===== src/rtl/core/ymsnd_pkg.sv =====
package ymsnd_pkg;

    localparam int LONG_BLOCK  = 1024;
    localparam int SHORT_BLOCK = 128;
    localparam int ADDR_W      = $clog2(LONG_BLOCK);

    localparam logic [7:0] CH_SOH = 8'h01;
    localparam logic [7:0] CH_STX = 8'h02;
    localparam logic [7:0] CH_EOT = 8'h04;
    localparam logic [7:0] CH_ACK = 8'h06;
    localparam logic [7:0] CH_NAK = 8'h15;
    localparam logic [7:0] CH_CAN = 8'h18;
    localparam logic [7:0] CH_C   = 8'h43;
    localparam logic [7:0] PAD    = 8'h1A;
    localparam logic [15:0] CRC_POLY = 16'h1021;

    localparam logic [3:0] ATTEMPT_RST = 4'd10;
    localparam logic [6:0] START_RST   = 7'd100;
    localparam logic [1:0] DSTART_RST  = 2'd3;

    typedef enum logic [2:0] {
        REQ_START   = 3'd0,
        REQ_PAYLOAD = 3'd1,
        REQ_RX      = 3'd2,
        REQ_TIMEOUT = 3'd3,
        REQ_SLOT    = 3'd4
    } t_req;

    typedef enum logic [1:0] {
        CFG_FILE_LEN  = 2'd0,
        CFG_ATTEMPT   = 2'd1,
        CFG_START_LIM = 2'd2,
        CFG_DSTART    = 2'd3
    } t_cfg_idx;

    typedef enum logic [1:0] {
        K_TX     = 2'd0,
        K_REQ    = 2'd1,
        K_FINISH = 2'd2
    } t_kind;

    typedef enum logic [2:0] {
        ST_OK       = 3'd0,
        ST_NO_START = 3'd1,
        ST_HDR_FAIL = 3'd2,
        ST_CANCEL   = 3'd3,
        ST_NO_DATA  = 3'd4,
        ST_DATA_FAIL= 3'd5,
        ST_EOT_FAIL = 3'd6
    } t_status;

    typedef enum logic [3:0] {
        PH_IDLE, PH_WAIT_START, PH_HDR_FILL, PH_HDR_SEND, PH_HDR_WAIT,
        PH_WAIT_DATA_C, PH_DATA_FILL, PH_DATA_SEND, PH_DATA_WAIT,
        PH_EOT_SEND, PH_EOT_WAIT_ACK, PH_EOT_WAIT_C, PH_CLOSE_SEND, PH_CLOSE_WAIT
    } t_phase;

    typedef enum logic [1:0] {
        SRC_LIT, SRC_MEM, SRC_CRCH, SRC_CRCL
    } t_src;

    typedef struct packed {
        logic        valid;
        t_kind       kind;
        t_src        src;
        logic [7:0]  lit;
        logic        fend;
        logic [10:0] rlen;
        t_status     status;
        logic        crc_clr;
        logic        crc_upd;
    } t_stage;

    function automatic logic [15:0] crc_byte(input logic [15:0] crc, input logic [7:0] b);
        logic [15:0] c;
        c = crc ^ {b, 8'h00};
        for (int k = 0; k < 8; k++) begin
            c = c[15] ? ({c[14:0], 1'b0} ^ CRC_POLY) : {c[14:0], 1'b0};
        end
        return c;
    endfunction

endpackage


===== src/rtl/core/ymsnd_emit.sv =====
module ymsnd_emit (
    input  logic              i_clk,
    input  logic              i_rst_n,
    input  ymsnd_pkg::t_stage i_stage,
    input  logic [7:0]        i_rdata,
    input  logic              i_out_ready,
    output logic              o_stall,
    output logic              o_valid,
    output logic [1:0]        o_kind,
    output logic [7:0]        o_tx,
    output logic              o_fend,
    output logic [10:0]       o_rlen,
    output logic [2:0]        o_status
);
    import ymsnd_pkg::*;

    t_stage      r_s2;
    logic [15:0] r_crc;
    logic [15:0] crc_base;
    logic [7:0]  byte_val;
    logic        load;

    assign o_stall  = r_s2.valid && o_valid && !i_out_ready;
    assign load     = r_s2.valid && !o_stall;
    assign crc_base = r_s2.crc_clr ? 16'd0 : r_crc;

    always_comb begin
        case (r_s2.src)
            SRC_MEM:  byte_val = i_rdata;
            SRC_CRCH: byte_val = r_crc[15:8];
            SRC_CRCL: byte_val = r_crc[7:0];
            default:  byte_val = r_s2.lit;
        endcase
    end

    always_ff @(posedge i_clk) begin
        if (!i_rst_n) begin
            r_s2.valid <= 1'b0;
            o_valid    <= 1'b0;
            r_crc      <= '0;
        end else begin
            if (!o_stall) begin
                r_s2 <= i_stage;
            end
            if (load) begin
                o_valid <= 1'b1;
                if (r_s2.crc_upd) begin
                    r_crc <= crc_byte(crc_base, byte_val);
                end else begin
                    r_crc <= crc_base;
                end
            end else if (i_out_ready) begin
                o_valid <= 1'b0;
            end
        end
    end

    always_ff @(posedge i_clk) begin
        if (load) begin
            o_kind   <= r_s2.kind;
            o_tx     <= (r_s2.kind == K_TX) ? byte_val : 8'd0;
            o_fend   <= r_s2.fend;
            o_rlen   <= r_s2.rlen;
            o_status <= r_s2.status;
        end
    end
endmodule


===== config.mk =====
export PLATFORM = sky130hd
export DESIGN_NAME = ymsnd_emit
export DESIGN_NICKNAME = d
export VERILOG_FILES = /design/src/rtl/core/ymsnd_pkg.sv /design/src/rtl/core/ymsnd_emit.sv
export SDC_FILE = /design/constraint.sdc
export NUM_CORES = 1
export LEC_CHECK = 0
export ABC_AREA = 1
export BUFFER_PORTS_ARGS = -buffer_cell sky130_fd_sc_hd__buf_4
export CAP_MARGIN = 20
export CORE_ASPECT_RATIO = 0.7
export CORE_MARGIN = 8
export CORE_UTILIZATION = 45
export DETAILED_ROUTE_END_ITERATION = 6
export GPL_ROUTABILITY_DRIVEN = 0
export MAX_ROUTING_LAYER = met4
export PLACE_DENSITY = 0.67
export SKIP_CTS_REPAIR_TIMING = 1
export SLEW_MARGIN = 20
export SYNTH_ARGS = -nofsm -noshare
export SYNTH_HDL_FRONTEND = slang
export SYNTH_SLANG_ARGS = --single-unit

===== constraint.sdc =====
create_clock -name i_clk -period 4.05 [get_ports i_clk]
set_clock_uncertainty 0.15 [all_clocks]
set_input_delay 0.2025 -clock i_clk [delete_from_list [all_inputs] [get_ports i_clk]]
set_output_delay 0.2025 -clock i_clk [all_outputs]
set_load 0.05 [all_outputs]

==> results of run 1 <==
layout by cell type (no fill, tap or decap), types with 4 or more instances in the layout:
master         instances
nand3_2                8
clkbuf_8               9
o21ai_2                4
dlygate4sd3_1         32
inv_1                 24
edfxtp_1              54
a21oi_1               23
or2_4                  4
nor2_1                15
nand3_1               35
dfxtp_1               18
buf_4                 69
a21oi_2                4
nand2_2               22
nor2_4                 4
o21ai_0               14
nand2_1               84
power breakdown:
group | total (W) | internal, W | switching (W) | leakage (nW)
sequential | 0.000862 | 0.000837 | 0.0000251 | 0.670
clock | 0.000504 | 0.000222 | 0.000282 | 0.0835
combinational | 0.000291 | 0.000113 | 0.000177 | 1.14
total | 0.00166 | 0.00117 | 0.000484 | 1.89
kinds of logic after synthesis:
logic type,share of synthesized area
buffers and inverters,0.05267
and+or+nand+nor,0.2707
DFF,0.5834
xor gates and xnor gates,0.007736
AOI/OAI and AO/OA,0.08545
layout make-up:
type                       instances  area share
multi-input combinational        236      0.2788
sequential                        72      0.4434
tap                               98     0.02744
inverter                          29     0.02464
clock buffer                       9     0.02772
timing repair buffer             101      0.1876
clock inverter                     7     0.01036
synth_stat cells (all sizes together):
| cell type | n | area share |
|---|---|---|
| xor2 | 3 | 0.0077 |
| edfxtp | 54 | 0.48 |
| nand2 | 109 | 0.14 |
| dfxtp | 18 | 0.11 |
| nand3b | 1 | 0.0022 |
| nand4 | 1 | 0.0018 |
| inv | 27 | 0.030 |
| clkbuf | 7 | 0.0077 |
| clkinv | 2 | 0.0026 |
| o21bai | 1 | 0.0033 |
| nand3 | 43 | 0.075 |
| a31oi | 3 | 0.0055 |
| a21oi | 27 | 0.044 |
| buf | 5 | 0.013 |
| o21ai | 19 | 0.032 |
| nor2 | 22 | 0.032 |
| or2 | 7 | 0.016 |
per-layer routing:
layer	up-vias	wire [um]	share of wire	global-route usage
met5	-	0	0	-
met4	0	59	0.0073	0.05530
met3	6	583	0.072	0.05991
met2	97	3771	0.47	0.2508
met1	1246	3670	0.45	0.1985
li1	1373	-	-	-
final timing paths:
path                               from                    end  slack (ns)
setup / recovery            i_out_ready  r_crc[6]$_SDFFE_PN0P_        1.64
setup reg to reg  r_s2[29]$_SDFFE_PN0N_  r_crc[6]$_SDFFE_PN0P_        1.75
hold reg to reg      r_s2[14]$_DFFE_PP_    o_rlen[9]$_DFFE_PP_        0.27
hold / removal               i_rdata[0]  o_tx[0]$_SDFFCE_PP0P_        0.17
stage by stage:
| stage | instance area [sq um] | power, W | instances | hold slack (ns) | utilization |
|---|---|---|---|---|---|
| final | 4469 | 0.001656 | 552 | 0.1744 | 0.6106 |
| after global routing | 4469 | 0.001735 | 552 | 0.1804 | 0.6106 |
| after CTS | 4149 | 0.001648 | 520 | -0.1514 | 0.5668 |
| after detailed placement | 3979 | 0.001144 | 504 | 0.2320 | 0.5436 |
| after global placement | 3979 | 0.001138 | 504 | 0.2304 | 0.5436 |
| after floorplan | 3397 | 0.001057 | 349 | 0.1514 | - |
state kept, by name, summed over array words and instances, names as in the netlist:
signal    flops
o_kind        2
o_tx          8
o_fend        1
o_rlen       11
o_status      3
o_valid       1
r_s2         30
r_crc        16
worst max-delay path: cells and delay by family:
family	cells	cell delay (ns)
simple gates	5	0.42
buf+inv	5	1.50
compound gates	2	0.38
==> metrics.txt, run 1 <==
overall routing resource usage 0.1642; CTS tree yes; syn_area_per_cell 9.734 sq um; CP Class input pin to register; global-route wire length before repair 13.22 mm; Final Max Tran Viols 0; sequential fraction of the synthesis area 0.5834; area grow syn2layout 31.57%; routed vias/inst 4.931; Mapped Area 3397 sq um; multi-input combinational cell area 1246 sq um; RSZ-0062 raised after global routing no; Distinct cells, synth 31; Worst EP arrival 2.51 ns; Worst setup SP type input pin; Mapped Cells 349; vias in the first global route 2,666; synthesis-stage register bit count 72; post-route clock period utilization 0.5954; Peak Freq 0.4147 GHz; Ys Warns 0; Pwr per Cell Area 370.5 nW/um^2; CTS buffer count 9; status completed; leak pwr 1.895 nW; Rows 26; CORE AREA 7320 sq um; VDD IR max 0.0002412 V; Max Cap Violations 0; critical path cell sequence dlygate4sd3_1 -> buf_4 -> inv_1 -> nand2_1 -> nor2_1 -> nor2_4 -> buf_4 -> inv_1 -> a31oi_1 -> o21ai_0 -> nor2_1 -> nor2_1; DR iter-0 viols 211; gr ovfl total 0; CTS clk-pin slew, worst paths 0.08 ns; worst skew pair latency 0.35 ns; peak per-stage delay on the critical path 0.52 ns; Ports 68; Initial Utilization 0.4641; WP data required 4.14 ns; Die X 119.8 um; Detailed Place HPWL 5.647 mm; clock tree root driver cell clkbuf_8; die span in y 88.69 um; hold depth 5; fin crit period 2.411 ns; Sinks on Clock Net 72; Residual DRC 0; number of setup violations in the final report 0; vias post-DR 2,722; Fill cells 624; DP Worst Slack 1.761 ns; antenna-violating nets left 0; crit end category register; Final nets 490; FF-to-FF path depth 9; routed length per placed instance 14.65 um; endpoints failing hold 0; clk buf depth 2; register area 1982 sq um; n_diodes 0; crit-path most repeated cell nor2_1; Hold WC Path Type input pin to register; Setup TNS Final 0 ns; WL final 8.085 mm; Worst Max-Slew Pin Slew 0.7240 ns; H-tree depth 3; initial antenna violation count 0; PortBufs 67; setup ws final 1.639 ns; largest net degree at the start of global routing 37; fraction of final layout cells sized beyond drive strength 1 0.3128; first-pass detailed-route iteration total 5; Max-slew headroom 0.5168; Die Area 10,630 sq um; Crit-path slowest cell dlygate4sd3_1; CP Max Fanout 36; Synthesized Nets 390
Power figures use the tool's default switching activity.
==> run 2, diff against run 1 <==
==> constraint.sdc (replaced) <==
create_clock -name i_clk -period 2.49 [get_ports i_clk]
set_clock_uncertainty 0.15 [all_clocks]
set_input_delay 0.1245 -clock i_clk [delete_from_list [all_inputs] [get_ports i_clk]]
set_output_delay 0.1245 -clock i_clk [all_outputs]
set_load 0.05 [all_outputs]
==> metrics.txt, run 2 (synthesis gave the netlist of run 1 again) <==
Worst Max-Slew Pin Slew 0.7164 ns (-0.007614 ns); Max Cap Violations 0 (unchanged); crit end category register; commonest cells after routing, fill and taps aside nand2_1, buf_4, edfxtp_1; Hold WC Path Type input pin to register; Max-slew headroom 0.5219 (+0.005082); Sinks on Clock Net 72 (unchanged); CTS tree yes; antenna-violating nets left 0 (unchanged); area grow syn2layout 33.00%; Residual DRC 0 (unchanged); n_diodes 0 (unchanged); Detailed Place HPWL 5.808 mm (+2.9%); cell count after placement 507 (+0.60%); fin crit period 2.218 ns; clock tree root driver cell clkbuf_8; WP data required 2.56 ns (-1.58 ns); Final nets 493 (+0.61%); Rows 26 (unchanged); die span in y 88.69 um (unchanged); Worst EP arrival 2.29 ns (-0.22 ns); Setup TNS Final 0 ns (unchanged); worst skew pair latency 0.36 ns (about the same); Pwr per Cell Area 617.9 nW/um^2 (+67%); vias post-DR 2,763 (+1.5%); Layout Cells excl Fill 555 (+0.54%); routed vias/inst 4.978 (+0.96%); Worst setup SP type register; fraction of final layout cells sized beyond drive strength 1 0.3173 (+0.004511); CP Class register to register; DR iter-0 viols 130 (-38%); WL final 8.200 mm (+1.4%); overall routing resource usage 0.1637 (-0.0004760); Post-DP Area 4004 sq um (+0.63%); initial antenna violation count 0 (unchanged); H-tree depth 3 (unchanged); setup ws final 0.2718 ns (-1.367 ns); endpoints failing hold 0 (unchanged); Final Max Tran Viols 0 (unchanged); vias in the first global route 2,632 (-1.3%); Top Registers r_s2: 30 flops, r_crc: 16 flops, o_rlen: 11 flops; Die Area 10,630 sq um (unchanged); Fill cells 637 (+2.1%); Largest register FFs 30 (unchanged); leading cell type in the layout, fill and taps excluded nand2_1; clk buf depth 2 (unchanged); largest net degree at the start of global routing 36 (-2.7%); PortBufs 67 (unchanged); Initial Utilization 0.4641 (unchanged); global-route wire length before repair 12.98 mm (-1.8%); CORE AREA 7320 sq um (unchanged); VDD IR max 0.0004418 V (+83%); CTS clk-pin slew, worst paths 0.07 ns (about the same); first-pass detailed-route iteration total 4 (-1); Die X 119.8 um (unchanged); number of setup violations in the final report 0 (unchanged); Peak Freq 0.4508 GHz; post-route clock period utilization 0.8909; RSZ-0062 raised after global routing no; status completed; routed length per placed instance 14.77 um (+0.87%); Ports 68 (unchanged); CP Max Fanout 12 (-67%); Top reg by flops r_s2; fin area 4518 sq um (+1.1%); leak pwr 1.917 nW (+1.2%); gr ovfl total 0 (unchanged); CTS buffer count 9 (unchanged); DP Worst Slack 0.3199 ns (-1.441 ns)
==> run 2: changes by cell type in the layout (fill, tap and decap cells not counted) <==
| cell | delta |
|---|---|
| clkinv_1 | +1 |
| clkinv_2 | -2 |
| nor2_1 | -1 |
| buf_4 | +3 |
| nor2_2 | +1 |
| bufinv_16 | +1 |
==> run 2: final timing paths <==
check | slack (ns) | cells past startpoint | startpoint | endpoint
setup reg to reg | 0.27 | 11 | r_s2[26]$_DFFE_PP_ | r_crc[3]$_SDFFE_PN0P_
hold reg to reg | 0.27 | 0 | r_s2[2]$_DFFE_PP_ | o_status[0]$_DFFE_PP_
hold / removal | 0.08 | 5 | i_rdata[0] | o_tx[0]$_SDFFCE_PP0P_
setup / recovery | 0.27 | 11 | r_s2[26]$_DFFE_PP_ | r_crc[3]$_SDFFE_PN0P_
==> run 2: routing by layer <==
metal | share of wire | vias up | track usage
li1 | - | 1391 | -
met1 | 0.46 | 1255 | 0.1919
met2 | 0.44 | 102 | 0.2492
met3 | 0.082 | 15 | 0.06373
met4 | 0.016 | 0 | 0.06772
met5 | 0 | - | -
==> run 2: power by group <==
group	internal, W	switching (W)
clock	0.000462	0.000452
combinational	0.000188	0.000292
sequential	0.00136	0.0000365
total	0.00201	0.000781
==> run 2: worst max-delay path, cell delays in order (launching register included) <==
cell and delay, ns:
edfxtp_1 0.67, inv_2 0.19, nand2_1 0.16, nor2_1 0.09, nor2_4 0.14, nand2_1 0.08, nand2_1 0.08, nand2_2 0.09
nand2_1 0.12, nand2_1 0.09, o21ai_0 0.15, a21oi_1 0.09
==> run 2: cell type report <==
class / instances / area [sq um] / share of cell area
Multi-Input combinational cell: 236 / 1249 / 0.2764
Clock buffer: 9 / 123.9 / 0.02742
Inverter: 29 / 110.1 / 0.02437
Sequential cell: 72 / 1982 / 0.4387
Timing Repair Buffer: 104 / 860.8 / 0.1905
Clock inverter: 7 / 70.07 / 0.01551
Tap cell: 98 / 122.6 / 0.02714
==> run 2: stage by stage <==
step           total power (W)  hold WS [ns]    util
4_1_cts               0.002783       -0.2300  0.5735
3_5_place_dp          0.001864        0.1538  0.5470
6_report              0.002792       0.08169  0.6173
3_3_place_gp          0.001854        0.1524  0.5470
5_1_grt               0.002917        0.1371  0.6173
2_1_floorplan         0.001719       0.07337       -
