**src/rtl/core/ymsnd_pkg.sv**
```systemverilog
package ymsnd_pkg;

    localparam int LONG_BLOCK  = 1024;
    localparam int SHORT_BLOCK = 128;
    localparam int ADDR_W      = $clog2(LONG_BLOCK);

    localparam logic [7:0] CH_SOH = 8'h01;
    localparam logic [7:0] CH_STX = 8'h02;
    localparam logic [7:0] CH_EOT = 8'h04;
    localparam logic [7:0] CH_ACK = 8'h06;
    localparam logic [7:0] CH_NAK = 8'h15;
    localparam logic [7:0] CH_CAN = 8'h18;
    localparam logic [7:0] CH_C   = 8'h43;
    localparam logic [7:0] PAD    = 8'h1A;
    localparam logic [15:0] CRC_POLY = 16'h1021;

    localparam logic [3:0] ATTEMPT_RST = 4'd10;
    localparam logic [6:0] START_RST   = 7'd100;
    localparam logic [1:0] DSTART_RST  = 2'd3;

    typedef enum logic [2:0] {
        REQ_START   = 3'd0,
        REQ_PAYLOAD = 3'd1,
        REQ_RX      = 3'd2,
        REQ_TIMEOUT = 3'd3,
        REQ_SLOT    = 3'd4
    } t_req;

    typedef enum logic [1:0] {
        CFG_FILE_LEN  = 2'd0,
        CFG_ATTEMPT   = 2'd1,
        CFG_START_LIM = 2'd2,
        CFG_DSTART    = 2'd3
    } t_cfg_idx;

    typedef enum logic [1:0] {
        K_TX     = 2'd0,
        K_REQ    = 2'd1,
        K_FINISH = 2'd2
    } t_kind;

    typedef enum logic [2:0] {
        ST_OK       = 3'd0,
        ST_NO_START = 3'd1,
        ST_HDR_FAIL = 3'd2,
        ST_CANCEL   = 3'd3,
        ST_NO_DATA  = 3'd4,
        ST_DATA_FAIL= 3'd5,
        ST_EOT_FAIL = 3'd6
    } t_status;

    typedef enum logic [3:0] {
        PH_IDLE, PH_WAIT_START, PH_HDR_FILL, PH_HDR_SEND, PH_HDR_WAIT,
        PH_WAIT_DATA_C, PH_DATA_FILL, PH_DATA_SEND, PH_DATA_WAIT,
        PH_EOT_SEND, PH_EOT_WAIT_ACK, PH_EOT_WAIT_C, PH_CLOSE_SEND, PH_CLOSE_WAIT
    } t_phase;

    typedef enum logic [1:0] {
        SRC_LIT, SRC_MEM, SRC_CRCH, SRC_CRCL
    } t_src;

    typedef struct packed {
        logic        valid;
        t_kind       kind;
        t_src        src;
        logic [7:0]  lit;
        logic        fend;
        logic [10:0] rlen;
        t_status     status;
        logic        crc_clr;
        logic        crc_upd;
    } t_stage;

    function automatic logic [15:0] crc_byte(input logic [15:0] crc, input logic [7:0] b);
        logic [15:0] c;
        c = crc ^ {b, 8'h00};
        for (int k = 0; k < 8; k++) begin
            c = c[15] ? ({c[14:0], 1'b0} ^ CRC_POLY) : {c[14:0], 1'b0};
        end
        return c;
    endfunction

endpackage

```
**src/rtl/core/ymsnd_ctrl.sv**
```systemverilog
module ymsnd_ctrl (
    input  logic                         i_clk,
    input  logic                         i_rst_n,
    input  logic                         i_cfg_we,
    input  logic [1:0]                   i_cfg_idx,
    input  logic [23:0]                  i_cfg_wdata,
    input  logic                         i_acc,
    input  logic [2:0]                   i_req,
    input  logic [7:0]                   i_rbyte,
    output logic                         o_we,
    output logic [ymsnd_pkg::ADDR_W-1:0] o_waddr,
    output logic [ymsnd_pkg::ADDR_W-1:0] o_raddr,
    output ymsnd_pkg::t_stage            o_stage
);
    import ymsnd_pkg::*;

    logic [23:0] r_flen;
    logic [3:0]  r_alim;
    logic [6:0]  r_slim;
    logic [1:0]  r_dst;
    t_phase      r_ph, n_ph;
    logic [10:0] r_idx, n_idx;
    logic [7:0]  r_bn, n_bn;
    logic [23:0] r_bl, n_bl;
    logic [10:0] r_fill, n_fill;
    logic [6:0]  r_try, n_try;

    logic        resp, is_c, is_ack, is_can;
    logic [3:0]  alim;
    logic [1:0]  dlim;
    logic [6:0]  try_inc;
    logic [10:0] len, didx, target, fill_inc;
    logic [23:0] nb;
    logic [7:0]  seq;

    always_ff @(posedge i_clk) begin
        if (!i_rst_n) begin
            r_flen <= '0;
            r_alim <= ATTEMPT_RST;
            r_slim <= START_RST;
            r_dst  <= DSTART_RST;
        end else if (i_cfg_we) begin
            case (i_cfg_idx)
                CFG_FILE_LEN:  r_flen <= i_cfg_wdata;
                CFG_ATTEMPT:   r_alim <= i_cfg_wdata[3:0];
                CFG_START_LIM: r_slim <= i_cfg_wdata[6:0];
                CFG_DSTART:    r_dst  <= i_cfg_wdata[1:0];
                default:       r_flen <= r_flen;
            endcase
        end
    end

    always_ff @(posedge i_clk) begin
        if (!i_rst_n) begin
            r_ph   <= PH_IDLE;
            r_idx  <= '0;
            r_bn   <= 8'd1;
            r_bl   <= '0;
            r_fill <= '0;
            r_try  <= '0;
        end else begin
            r_ph   <= n_ph;
            r_idx  <= n_idx;
            r_bn   <= n_bn;
            r_bl   <= n_bl;
            r_fill <= n_fill;
            r_try  <= n_try;
        end
    end

    always_comb begin
        n_ph   = r_ph;
        n_idx  = r_idx;
        n_bn   = r_bn;
        n_bl   = r_bl;
        n_fill = r_fill;
        n_try  = r_try;
        o_stage = '0;
        o_stage.kind   = K_TX;
        o_stage.src    = SRC_LIT;
        o_stage.status = ST_OK;
        o_we    = 1'b0;
        o_waddr = r_fill[ADDR_W-1:0];

        is_c   = (i_rbyte == CH_C)   && (i_req == REQ_RX);
        is_ack = (i_rbyte == CH_ACK) && (i_req == REQ_RX);
        is_can = (i_rbyte == CH_CAN) && (i_req == REQ_RX);
        resp   = (i_req == REQ_TIMEOUT) ||
                 ((i_req == REQ_RX) && (is_c || is_ack || is_can ||
                  i_rbyte == CH_NAK || i_rbyte == CH_EOT));
        alim    = (r_alim == 4'd0) ? 4'd1 : r_alim;
        dlim    = (r_dst == 2'd0) ? 2'd1 : r_dst;
        try_inc = r_try + 7'd1;
        fill_inc = r_fill + 11'd1;
        nb = r_bl;

        len  = (r_ph == PH_DATA_SEND && r_fill >= 11'(SHORT_BLOCK)) ?
               11'(LONG_BLOCK) : 11'(SHORT_BLOCK);
        seq  = (r_ph == PH_DATA_SEND) ? r_bn : 8'd0;
        didx = r_idx - 11'd3;
        o_raddr = didx[ADDR_W-1:0];
        target = (r_ph == PH_HDR_FILL) ? 11'(SHORT_BLOCK) :
                 ((r_bl > 24'(LONG_BLOCK)) ? 11'(LONG_BLOCK) : r_bl[10:0]);

        if (i_acc) begin
            case (i_req)
                REQ_START: begin
                    n_ph = PH_WAIT_START;
                    n_try = '0; n_bn = 8'd1; n_idx = '0; n_bl = '0; n_fill = '0;
                end
                REQ_PAYLOAD: begin
                    if (r_ph == PH_HDR_FILL || r_ph == PH_DATA_FILL) begin
                        o_we = 1'b1;
                        n_fill = fill_inc;
                        if (fill_inc >= target) begin
                            n_ph  = (r_ph == PH_HDR_FILL) ? PH_HDR_SEND : PH_DATA_SEND;
                            n_idx = '0;
                            n_try = '0;
                        end
                    end
                end
                REQ_SLOT: begin
                    if (r_ph == PH_HDR_SEND || r_ph == PH_DATA_SEND ||
                        r_ph == PH_CLOSE_SEND) begin
                        o_stage.valid = 1'b1;
                        n_idx = r_idx + 11'd1;
                        if (r_idx == 11'd0) begin
                            o_stage.lit = (len == 11'(SHORT_BLOCK)) ? CH_SOH : CH_STX;
                            o_stage.crc_clr = 1'b1;
                        end else if (r_idx == 11'd1) begin
                            o_stage.lit = seq;
                        end else if (r_idx == 11'd2) begin
                            o_stage.lit = ~seq;
                        end else if (r_idx < len + 11'd3) begin
                            o_stage.crc_upd = 1'b1;
                            if (r_ph == PH_CLOSE_SEND) begin
                                o_stage.lit = 8'd0;
                            end else if (didx < r_fill) begin
                                o_stage.src = SRC_MEM;
                            end else begin
                                o_stage.lit = PAD;
                            end
                        end else if (r_idx == len + 11'd3) begin
                            o_stage.src = SRC_CRCH;
                        end else begin
                            o_stage.src  = SRC_CRCL;
                            o_stage.fend = 1'b1;
                            n_idx = '0;
                            n_ph  = (r_ph == PH_DATA_SEND) ? PH_DATA_WAIT :
                                    (r_ph == PH_HDR_SEND) ? PH_HDR_WAIT : PH_CLOSE_WAIT;
                        end
                    end else if (r_ph == PH_EOT_SEND) begin
                        o_stage.valid = 1'b1;
                        o_stage.lit   = CH_EOT;
                        o_stage.fend  = 1'b1;
                        n_ph = PH_EOT_WAIT_ACK;
                    end
                end
                REQ_RX, REQ_TIMEOUT: begin
                    if (resp) begin
                        case (r_ph)
                            PH_WAIT_START: begin
                                if (is_c) begin
                                    n_ph = PH_HDR_FILL;
                                    n_fill = '0;
                                    o_stage.valid = 1'b1;
                                    o_stage.kind  = K_REQ;
                                    o_stage.rlen  = 11'(SHORT_BLOCK);
                                end else if (r_try > r_slim || r_try == 7'd127) begin
                                    n_ph = PH_IDLE;
                                    o_stage.valid = 1'b1;
                                    o_stage.kind = K_FINISH;
                                    o_stage.status = ST_NO_START;
                                end else begin
                                    n_try = try_inc;
                                end
                            end
                            PH_HDR_WAIT, PH_DATA_WAIT, PH_EOT_WAIT_ACK, PH_EOT_WAIT_C: begin
                                if (is_ack && r_ph == PH_HDR_WAIT) begin
                                    n_ph = PH_WAIT_DATA_C;
                                    n_try = '0;
                                end else if (is_ack && r_ph == PH_EOT_WAIT_ACK) begin
                                    n_ph = PH_EOT_WAIT_C;
                                end else if (is_c && r_ph == PH_EOT_WAIT_C) begin
                                    n_ph = PH_CLOSE_SEND;
                                    n_idx = '0;
                                end else if (is_ack && r_ph == PH_DATA_WAIT) begin
                                    n_bn = r_bn + 8'd1;
                                    nb = r_bl - 24'(r_fill);
                                    n_bl = nb;
                                    n_try = '0;
                                    if (nb == 24'd0) begin
                                        n_ph = PH_EOT_SEND;
                                    end else begin
                                        n_ph = PH_DATA_FILL;
                                        n_fill = '0;
                                        o_stage.valid = 1'b1;
                                        o_stage.kind = K_REQ;
                                        o_stage.rlen = (nb > 24'(LONG_BLOCK)) ?
                                                       11'(LONG_BLOCK) : nb[10:0];
                                    end
                                end else if (is_can && (r_ph == PH_HDR_WAIT ||
                                                        r_ph == PH_DATA_WAIT)) begin
                                    n_ph = PH_IDLE;
                                    o_stage.valid = 1'b1;
                                    o_stage.kind = K_FINISH;
                                    o_stage.status = ST_CANCEL;
                                end else begin
                                    n_try = try_inc;
                                    if (try_inc >= 7'(alim)) begin
                                        n_ph = PH_IDLE;
                                        o_stage.valid = 1'b1;
                                        o_stage.kind = K_FINISH;
                                        o_stage.status = (r_ph == PH_HDR_WAIT) ? ST_HDR_FAIL :
                                                         (r_ph == PH_DATA_WAIT) ? ST_DATA_FAIL :
                                                         ST_EOT_FAIL;
                                    end else if (r_ph == PH_HDR_WAIT) begin
                                        n_ph = PH_HDR_SEND; n_idx = '0;
                                    end else if (r_ph == PH_DATA_WAIT) begin
                                        n_ph = PH_DATA_SEND; n_idx = '0;
                                    end else begin
                                        n_ph = PH_EOT_SEND;
                                    end
                                end
                            end
                            PH_WAIT_DATA_C: begin
                                if (is_c) begin
                                    nb = r_flen;
                                    n_bl = nb;
                                    n_try = '0;
                                    if (nb == 24'd0) begin
                                        n_ph = PH_EOT_SEND;
                                    end else begin
                                        n_ph = PH_DATA_FILL;
                                        n_fill = '0;
                                        o_stage.valid = 1'b1;
                                        o_stage.kind = K_REQ;
                                        o_stage.rlen = (nb > 24'(LONG_BLOCK)) ?
                                                       11'(LONG_BLOCK) : nb[10:0];
                                    end
                                end else begin
                                    n_try = try_inc;
                                    if (try_inc >= 7'(dlim)) begin
                                        n_ph = PH_IDLE;
                                        o_stage.valid = 1'b1;
                                        o_stage.kind = K_FINISH;
                                        o_stage.status = ST_NO_DATA;
                                    end
                                end
                            end
                            PH_CLOSE_WAIT: begin
                                n_ph = PH_IDLE;
                                o_stage.valid = 1'b1;
                                o_stage.kind = K_FINISH;
                                o_stage.status = ST_OK;
                            end
                            default: n_ph = r_ph;
                        endcase
                    end
                end
                default: n_ph = r_ph;
            endcase
        end
    end
endmodule

```
**config.mk**
```make
export PLATFORM = sky130hd
export DESIGN_NAME = ymsnd_ctrl
export DESIGN_NICKNAME = d
export VERILOG_FILES = /design/src/rtl/core/ymsnd_pkg.sv /design/src/rtl/core/ymsnd_ctrl.sv
export SDC_FILE = /design/constraint.sdc
export NUM_CORES = 1
export LEC_CHECK = 0
export BUFFER_PORTS_ARGS = -buffer_cell sky130_fd_sc_hd__buf_4
export CORE_UTILIZATION = 45
export DETAILED_ROUTE_END_ITERATION = 6
export GPL_TIMING_DRIVEN = 1
export SLEW_MARGIN = 20
export SYNTH_ARGS = -nofsm -noshare
export SYNTH_HDL_FRONTEND = slang
export SYNTH_SLANG_ARGS = --single-unit
export TNS_END_PERCENT = 100
```
**constraint.sdc**
```tcl
create_clock -name i_clk -period 8.75 [get_ports i_clk]
set_input_delay 1.75 -clock i_clk [delete_from_list [all_inputs] [get_ports i_clk]]
set_output_delay 1.75 -clock i_clk [all_outputs]
set_load 0.02 [all_outputs]
```
==> impl_metrics.tcl <==
set metrics [dict create \
    wl_per_cell_um 18.71 \
    max_cap_violations 0 \
    via_per_inst 6.043 \
    path_clk_slew_ns 0.08 \
    rsz0062_at_grt "no" \
    fin_util_pct 51.90 \
    synthCells 1239 \
    cts_tree "built" \
    post_cts_resized 0 \
    ir_worst_vdd_mv 0.09692 \
    grt_pass1_vias 8471 \
    clockBufferDepth 2 \
    synth_area_leaders "dfxtp_1 (23%), ha_1 (7.8%), nand2_1 (7.5%)" \
    min_period_over_period_pct 74.24 \
    start_util_pct 46.57 \
    yosys.area.top_type_share_pct 23.13 \
    critPathKind "in2out" \
    die_x_um 142.1 \
    cts_inserted_buffers 9 \
    drcViolationCount 0 \
    cpPeakStageDelay_ns 0.62 \
    cts_hold_buf 0 \
    pwr-share-seq_pct 46.6 \
    outcome "complete, no violations" \
    setup_viol 0 \
    worst_pin_slew_ns 0.9867 \
    clk_latency_ns 0.37 \
    gp_congestion 0.9421 \
    power.share.clock_pct 41.8 \
    drv_slew 0 \
    drive_gt1_share_pct 12.94 \
    leakage_nw 3.895 \
    p_per_area_nw_per_um2 104.5 \
    hold_viol 0 \
    finalCriticalPeriod_ns 6.496 \
    startpoint_type "input port" \
    crit_top_cell "buf_4" \
    p_int_w 0.0007194 \
    endpoint_kind "output port" \
    path_cells "buf_4 > nor4_2 > nand4_1 > mux2_2 > nor3_1 > a21oi_1 > a211oi_1 > and4_2 > o21ai_0 > buf_4" \
    ys_ff_latch 102 \
    synth_fp_nets 1336 \
    relSlewSlack_pct 33.65 \
    drtAntennaViolNets 0 \
    arrival_ns 4.75 \
    portBuffers 91 \
    fin_tns_setup_ns 0 \
    core_region_area_um2 18960 \
    drt_pass1_iterations 5 \
    cts_root_buf "clkbuf_16" \
    place_hpwl_mm 21.44 \
    post-cts-setup-buffer-count 0 \
    die_h_um 142.1 \
    wl_mm 28.73 \
    ys.flop_type "dfxtp_1" \
    grt_max_degree 79 \
    fmax_mhz 153.9 \
    swShare_pct 29.99 \
    ios 92 \
    htree_levels 3 \
    track_usage_pct 28.46 \
    cp_slowest_cell "nor4_2" \
    antenna_found_initial 1 \
    yosys.cell_types.count 89 \
    clock_sinks 102 \
    grt_pass1_wl_mm 45.31 \
    yosysWarnings 0 \
    required_ns 7.00 \
    final_nets 1367 \
    synth-async-reset-ratio_pct 0 \
    syn_area_um2 8828 \
    std_cell_rows 50 \
    syn2layout_area_growth_pct 11.44 \
    hold_path_class "reg2reg" \
    dieArea_um2 20180 \
    diodes 0 \
    yosysTopAreaCell "dfxtp_1" \
    ys_seq_area_share_pct 23.13 \
    synth_edf_count 0 \
    p_sw_w 0.0003082 \
    drt-initial-drc-count 611 \
    postSynthAreaPerCell_um2 7.125 \
    worstPathMaxFanout 7 \
    finClkSkew_ns 0.01791 \
    dr_total_vias 9276 \
    p_comb_share_pct 11.6 \
    overflow 0 \
]
==> synthesized netlist by cell type (9+ instances only) <==
master,instances
nand2_1,177
a311oi_1,9
a211oi_1,12
nor4_1,17
o21ai_0,73
or3_1,10
nor2_1,114
nor3_1,43
o22ai_1,12
nand2b_1,21
clkbuf_1,57
dfxtp_1,102
mux2i_1,12
nor2b_1,15
a21o_1,9
buf_4,10
o211ai_1,15
and3_1,19
xor2_1,15
or2_2,9
a31oi_1,9
nand3_1,39
nand4_1,13
a21oi_1,121
a22oi_1,9
xnor2_1,24
ha_1,55
inv_1,49
or4_1,11
==> placed cells by master (no fill, tap or decap), types with 24 or more instances in the layout <==
cell	n
nor3_1	43
a21oi_1	121
nand3_1	39
nand2_1	177
ha_1	55
o21ai_0	73
inv_1	48
dfxtp_1	102
buf_4	100
nor2_1	113
xnor2_1	24
==> sequential cells by signal, summed over array words and instances (netlist names) <==
name / cells
r_flen: 24
r_ph: 4
r_alim: 4
r_dst: 2
r_bn: 8
r_try: 7
r_bl: 24
r_slim: 7
r_idx: 11
r_fill: 11
==> power by group through the flow <==
stage | registers, W | logic (W) | clock network [W]
finish | 0.000479 | 0.000119 | 0.000430
CTS | 0.000479 | 0.000118 | 0.000437
global route | 0.000480 | 0.000130 | 0.000451
global placement | 0.000490 | 0.000117 | 0
detailed placement | 0.000490 | 0.000117 | 0
floorplan | 0.000486 | 0.0000762 | 0
==> path summary, 6_finish.rpt <==
| check | startpoint | endpoint | slack, ns | cells after the start |
|---|---|---|---|---|
| worst max-delay path | i_rbyte[3] | o_stage[29] | 2.25 | 10 |
| worst min-delay path | r_slim[3] | r_slim[3] | 0.46 | 2 |
| worst max register to register | r_bl[13] | r_idx[7] | 2.84 | 15 |
| worst min register to register | r_slim[3] | r_slim[3] | 0.46 | 2 |
==> critical path, delay by kind of cell <==
kind	cells	cell delay, ns
AOI/OAI and AO/OA	3	0.62
buffers and inverters	2	0.31
muxes	1	0.38
and+or+nand+nor	4	1.69
==> through the flow <==
stage                     power [W]  hold WS, ns  area (um2)  worst slack (ns)  std cells
after floorplan           0.0005619       0.4355        8828             2.757       1239
after global routing       0.001061       0.4925        9838             2.038       1535
final                      0.001028       0.4618        9838             2.254       1535
after detailed placement  0.0006070       0.4510        9528             2.355       1519
after global placement    0.0006067       0.4482        9528             2.506       1519
after CTS                  0.001034       0.4633        9838             2.368       1535
==> layer usage <==
metal | part of all wire, % | routed length, um | track usage, % | vias up
li1 | - | - | - | 4569
met3 | 7.0 | 2007 | 6.460 | 54
met5 | 0 | 0 | 0 | -
met1 | 46 | 13120 | 37.96 | 4349
met4 | 2.2 | 629 | 8.263 | 0
met2 | 45 | 12960 | 45.59 | 304
==> kinds of logic (layout without fill, tap and decap cells) <==
group | after synthesis | count (layout) | share of synthesized area (%)
buffers and inverters | 129 | 165 | 6.434
muxes | 14 | 14 | 1.616
xor gates and xnor gates | 39 | 39 | 3.869
AOI/OAI and AO/OA | 350 | 350 | 25.45
DFF | 102 | 102 | 23.13
adders and majority gates | 56 | 56 | 8.022
and+or+nand+nor | 549 | 549 | 31.48
==> layout make-up <==
| cell class | count | area, um2 |
|---|---|---|
| tap | 260 | 325.3 |
| inverter | 49 | 183.9 |
| fill | 1959 | 9117 |
| sequential | 102 | 2042 |
| clock inverter | 7 | 85.08 |
| multi-input combinational | 1008 | 6226 |
| clock buffer | 9 | 225.2 |
| timing repair buffer | 100 | 750.7 |
No activity file was read; power rests on OpenSTA's default activity.
